**config.mk**
```make
export PLATFORM = sky130hd
export DESIGN_NAME = rtpr_fifo
export DESIGN_NICKNAME = d
export VERILOG_FILES = /design/src/hw/rtl/rtpr_fifo.sv
export SDC_FILE = /design/constraint.sdc
export NUM_CORES = 1
export LEC_CHECK = 0
export BUFFER_PORTS_ARGS = -buffer_cell sky130_fd_sc_hd__buf_2
export CORE_MARGIN = 1.5
export CORE_UTILIZATION = 45
export DETAILED_ROUTE_END_ITERATION = 16
export PLACE_DENSITY = 0.61
export SYNTH_ARGS = -nofsm -noshare
export SYNTH_HDL_FRONTEND = slang
export SYNTH_SLANG_ARGS = --single-unit
```
**constraint.sdc**
```tcl
create_clock -name clk -period 3.57 [get_ports clk]
set_clock_uncertainty 0.15 [all_clocks]
set_input_delay 0.5355 -clock clk [delete_from_list [all_inputs] [get_ports clk]]
set_output_delay 0.5355 -clock clk [all_outputs]
set_load 0.03 [all_outputs]
```
**src/hw/rtl/rtpr_fifo.sv**
```systemverilog
// Small first-in first-out queue with registered storage.
module rtpr_fifo #(
	parameter int WIDTH = 8,
	parameter int DEPTH = 4
) (
	input  logic             clk,
	input  logic             arst_n,
	input  logic             wr,
	input  logic [WIDTH-1:0] wdata,
	input  logic             rd,
	output logic [WIDTH-1:0] rdata,
	output logic             full,
	output logic             empty
);
	localparam int AW = (DEPTH > 1) ? $clog2(DEPTH) : 1;
	localparam int CW = $clog2(DEPTH + 1);

	logic [WIDTH-1:0] mem_q [DEPTH];
	logic [AW-1:0] wr_ptr_q, rd_ptr_q;
	logic [CW-1:0] count_q;
	logic do_wr, do_rd;

	assign do_wr = wr && !full;
	assign do_rd = rd && !empty;
	assign full = (count_q == CW'(DEPTH));
	assign empty = (count_q == '0);
	assign rdata = mem_q[rd_ptr_q];

	always_ff @(posedge clk) begin
		if (do_wr) begin
			mem_q[wr_ptr_q] <= wdata;
		end
	end

	always_ff @(posedge clk or negedge arst_n) begin
		if (!arst_n) begin
			wr_ptr_q <= '0;
			rd_ptr_q <= '0;
			count_q <= '0;
		end else begin
			if (do_wr) begin
				wr_ptr_q <= (wr_ptr_q == AW'(DEPTH - 1)) ? '0 : wr_ptr_q + 1'b1;
			end
			if (do_rd) begin
				rd_ptr_q <= (rd_ptr_q == AW'(DEPTH - 1)) ? '0 : rd_ptr_q + 1'b1;
			end
			if (do_wr && !do_rd) begin
				count_q <= count_q + 1'b1;
			end else if (do_rd && !do_wr) begin
				count_q <= count_q - 1'b1;
			end
		end
	end
endmodule

```
Word-level counts from Yosys, hierarchy flattened. Memories as Yosys holds them, arrays and structs flattened. Index checks and enable logic that the tools add are counted.

Flip-flop bits (word level): 7. RAM bits: 32. Input port bits: 12. Logic and storage cells: 27. Memories kept: 1.

Memory list: mem_q (depth 4, width 8, read ports 1, clocked after Yosys merged registers in 0, wr ports 1, line 18) `logic [WIDTH-1:0] mem_q [DEPTH];`.

Add/sub/neg operators: 4. Eq/ne operators: 3. Multiplexer cells: 6. Reductions and logical operators: 10.

Operators by type and width (number): $mux W3 (2); $add A2 B1 Y2 const B (2); $eq A2 B2 Y1 const B (2); $logic_and A1 B1 Y1 (4); $logic_not A1 Y1 (4); $mux W2 (2); $add A3 B1 Y3 const B (1); $eq A3 B3 Y1 const B (1); $logic_not A3 Y1 (1); $sub A3 B1 Y3 const B (1); $mux W1 (2); $reduce_bool A2 Y1 (1).

Longest topological paths before layout.
Depth after elaboration: 7. Mapped depth: 9.

Least setup slack after synthesis. Ideal clock, no wire load.

Path kind: reg-to-reg. Start point: register count_q[0]. End point: register count_q[2]. Setup time: 79 ps. Arrival: 2460 ps. Data required time: 3341 ps. Slack: 881 ps. Stages on the path, launching flop included: 9. Buffers on the path: 0. Path through: dfrtp_1 -> nor3_1 -> nand2b_4 -> ha_1 -> inv_1 -> fa_1 -> xor2_1 -> nor2_1 -> xor2_1.

Word-level cells in the longest chain between the ends: 6. Elaborated cells on any way between the ends: 15. Those cells by class: 2 x add/sub; 1 x eq/ne; 2 x mux; 10 x reduce/logical.

RTL lines: from (decl) (line 20) `logic [CW-1:0] count_q;`; from (signal assigned) (line 48) `count_q <= count_q + 1'b1;`; from (signal assigned) (line 50) `count_q <= count_q - 1'b1;`; $logic_not A3 Y1 (*) (line 26) `assign empty = (count_q == '0);`; via empty (line 13) `output logic empty`; $logic_not A1 Y1 (*) (line 24) `assign do_rd = rd && !empty;`; $logic_and A1 B1 Y1 (*) (line 24); $logic_not A1 Y1 (line 47) `if (do_wr && !do_rd) begin`; $logic_and A1 B1 Y1 (line 47); $mux W3 / $reduce_bool A2 Y1 (equally long branches).

The timed path passes the listed nets; every way through them passes the cells marked *. The select of a mux whose other input is x is not followed. A chain may end at the register's enable or synchronous reset.

Worst setup path in the final report.
Start point: register rd_ptr_q[0]. End point: output port rdata[7].

Word-level cells in the longest chain between the ends: 1.

RTL lines: from (decl) (line 19) `logic [AW-1:0] wr_ptr_q, rd_ptr_q;`; from (signal assigned) (line 45) `rd_ptr_q <= (rd_ptr_q == AW'(DEPTH - 1)) ? '0 : rd_ptr_q + 1'b1;`; $mem_v2 Z4 W8; to (decl) (line 11) `output logic [WIDTH-1:0] rdata,`.

Every way passes these cells.

==> results.md <==
- Sink Count: 39
- Post-synth EDFFs: 32
- Cell with the most instances after synthesis: edfxtp_1
- Commonest cells post-synth: 32 x edfxtp_1, 8 x mux4_2, 7 x dfrtp_1
- Io pins: 22
- Vias/cell: 4.99
- Sw frac: 0.361
- CP max stage cell: dfrtp_1
- Worst EP required: ~2.9 ns
- Antenna Cells: 0
- Cell area after synthesis: 1620 um2
- Max Fclk: 0.391 GHz
- Via count: 759
- # rows: 21
- Main area contributors after synthesis: edfxtp_1 59%, mux4_2 11%, dfrtp_1 11%
- Post-layout instance area: approximately 1800 um2
- Final Hold Fails: 0
- Root buffer cell: clkbuf_4
- Via count of the first global-routing pass: approximately 790
- Comb power frac: 0.380
- Hold Buf Count CTS: 1
- Flop pwr share: 0.484
- TritonCTS Buffers: 5
- Layout cells sized above 1: 0.443
- Drt total wl: between 2000 and 2500 um
- Clock latency on the worst-skew pair: 0.34 ns
- CP Max Fanout: 11
- Tot GR Track Use: 0.138
- RSZ-0062 raised after global routing: no
- Cells after Synth: slightly below 80
- CP Class: reg2out
- Ys flop type: edfxtp_1
- Clock power frac: 0.136
- Sequence of cells on the critical path: mux4_2, buf_2
- TritonCTS clock tree: built
- Net Sw Power: 0.000541 W
- Seq/Total Area, Yosys: 0.701
- Starting Density: 0.478
- Minimum clock period: 2.56 ns
- Placer Congestion: 0.676
- # nets final: 124
- Total die area: 3970 um2
- DRC: 0
- Final Max Tran Viols: 0
- CTS H-tree depth: 2
- Worst-path clk slew: 0.10 ns
- DP Area: about 1800 um2
- CP Launch Type: register
- DR iter-0 viols: 13
- P_int: 0.000957 W
- Buffers on Ports: 21
- HP Class: in2reg
- Setup_tns: 0 ns
- CP Capture Type: primary output
- Crit path DAT: 1.87 ns
- Setup bufs post-CTS: 0
- DRT Pass-1 Iters: 4
- Rel. slew slack: 0.585
- HPWL Detailed: 1540 um
- Synth area leader: edfxtp_1
- Core Region: 3390 um2
- GRT overflow: 0
- Largest net degree at the start of global routing: 12
- Synth Register Bits: 39
- Layout Cells excl Fill: 152
- Routed len/inst: between 15 and 20 um
- Dpl cells: 143
- Delay-heaviest family, CP: flip-flops
- Initial antenna violation count: 0
- Clock tree buffer depth: 2
- Ys async rst share: 0.179
- Post-synth cell types: 19
- Lkg Pwr: 0.687 nW
- Period utilization: 0.716
- Pwr dens: 821 nW/um2
- CTS resizes: 0
- CP bufs+invs: 1
- Area growth syn-to-layout: 12.5%
- Slowest stage delay, CP: 0.75 ns
- Slew at the pin with the worst max-slew slack: 0.623 ns
- Routed Antenna Nets: 0
- Die height: between 60 and 70 um
- Top cell type's share of synthesized area: 0.593
- VDD IR-drop max: 0.000337 V
- Max-cap viol count: 0
- Synth warnings: 0
- Global-route wire length before repair: between 3000 and 4000 um
- Post-synthesis average cell area: about 20 um2
- Status: complete, no violations
- Synthesized net count: between 90 and 100
- # setup viols final: 0
- Die Wd: 63.0 um
-- placed cells by master, fill, tap and decap left out, types with 2 or more instances in the layout --
cell type,instances
and2_2,4
buf_2,21
clkbuf_1,2
clkbuf_4,5
dfrtp_1,7
edfxtp_1,32
ha_1,6
inv_1,3
mux2_2,3
mux2_4,2
mux4_2,8
nor2_1,3
xor2_1,2
-- stage by stage --
stage	setup WS [ns]	power [W]	utilization	hold slack, ns
floorplan	0.881	0.00118	-	0.0899
global placement	1.35	0.00130	0.520	0.227
detailed placement	1.34	0.00132	0.520	0.231
CTS	0.967	0.00153	0.538	0.238
global route	0.879	0.00160	0.538	0.225
finish	1.01	0.00150	0.538	0.256
-- cells by family (layout without fill, tap and decap cells) --
kind of cell               Yosys count  count (layout)  share of synthesized area
xor gates and xnor gates             3               3                     0.0162
adders and majority gates            7               7                     0.0587
buffers and inverters                6              33                     0.0193
DFF                                 39              39                      0.701
muxes                               13              13                      0.151
and+or+nand+nor                     11              11                     0.0541
-- metal layers --
metal | global-route usage | share of wire
met5 | 0 | 0
met4 | 0.0833 | 0.026
met3 | 0.0577 | 0.053
met2 | 0.209 | 0.48
met1 | 0.163 | 0.44
-- final timing paths --
check	start	endpoint	slack, ns	cells past startpoint
max	rd_ptr_q[0]$_DFFE_PN0P_	rdata[7]	1.01	2
min reg2reg	count_q[2]$_DFFE_PN0P_	count_q[2]$_DFFE_PN0P_	0.36	1
max in group asynchronous	arst_n	rd_ptr_q[0]$_DFFE_PN0P_	2.70	2
max reg2reg	count_q[2]$_DFFE_PN0P_	count_q[2]$_DFFE_PN0P_	1.40	8
min	wdata[4]	mem_q[2][4]$_DFFE_PP_	0.26	1
min in group asynchronous	arst_n	count_q[0]$_DFFE_PN0P_	0.40	2
-- power groups by stage --
stage	combinational (W)	clock, W	sequential, W
detailed placement	0.000578	0	0.000740
CTS	0.000580	0.000217	0.000730
finish	0.000568	0.000204	0.000725
global placement	0.000564	0	0.000734
floorplan	0.000504	0	0.000673
global route	0.000615	0.000235	0.000746
-- flip-flops by register name, indices dropped and copies added (netlist names) --
| name | flops |
|---|---|
| wr_ptr_q | 2 |
| rd_ptr_q | 2 |
| mem_q | 32 |
| count_q | 3 |
-- area by class of cell --
cell class	instances	area (um2)
fillers	277	1570
flip-flops and latches	39	1140
multi-input cells	34	453
repair buffers	22	115
well taps	46	57.6
clock buffers	7	45.0
inverters	3	11.3
clock inverters	1	5.00
No activity file was read; power rests on OpenSTA's default activity.
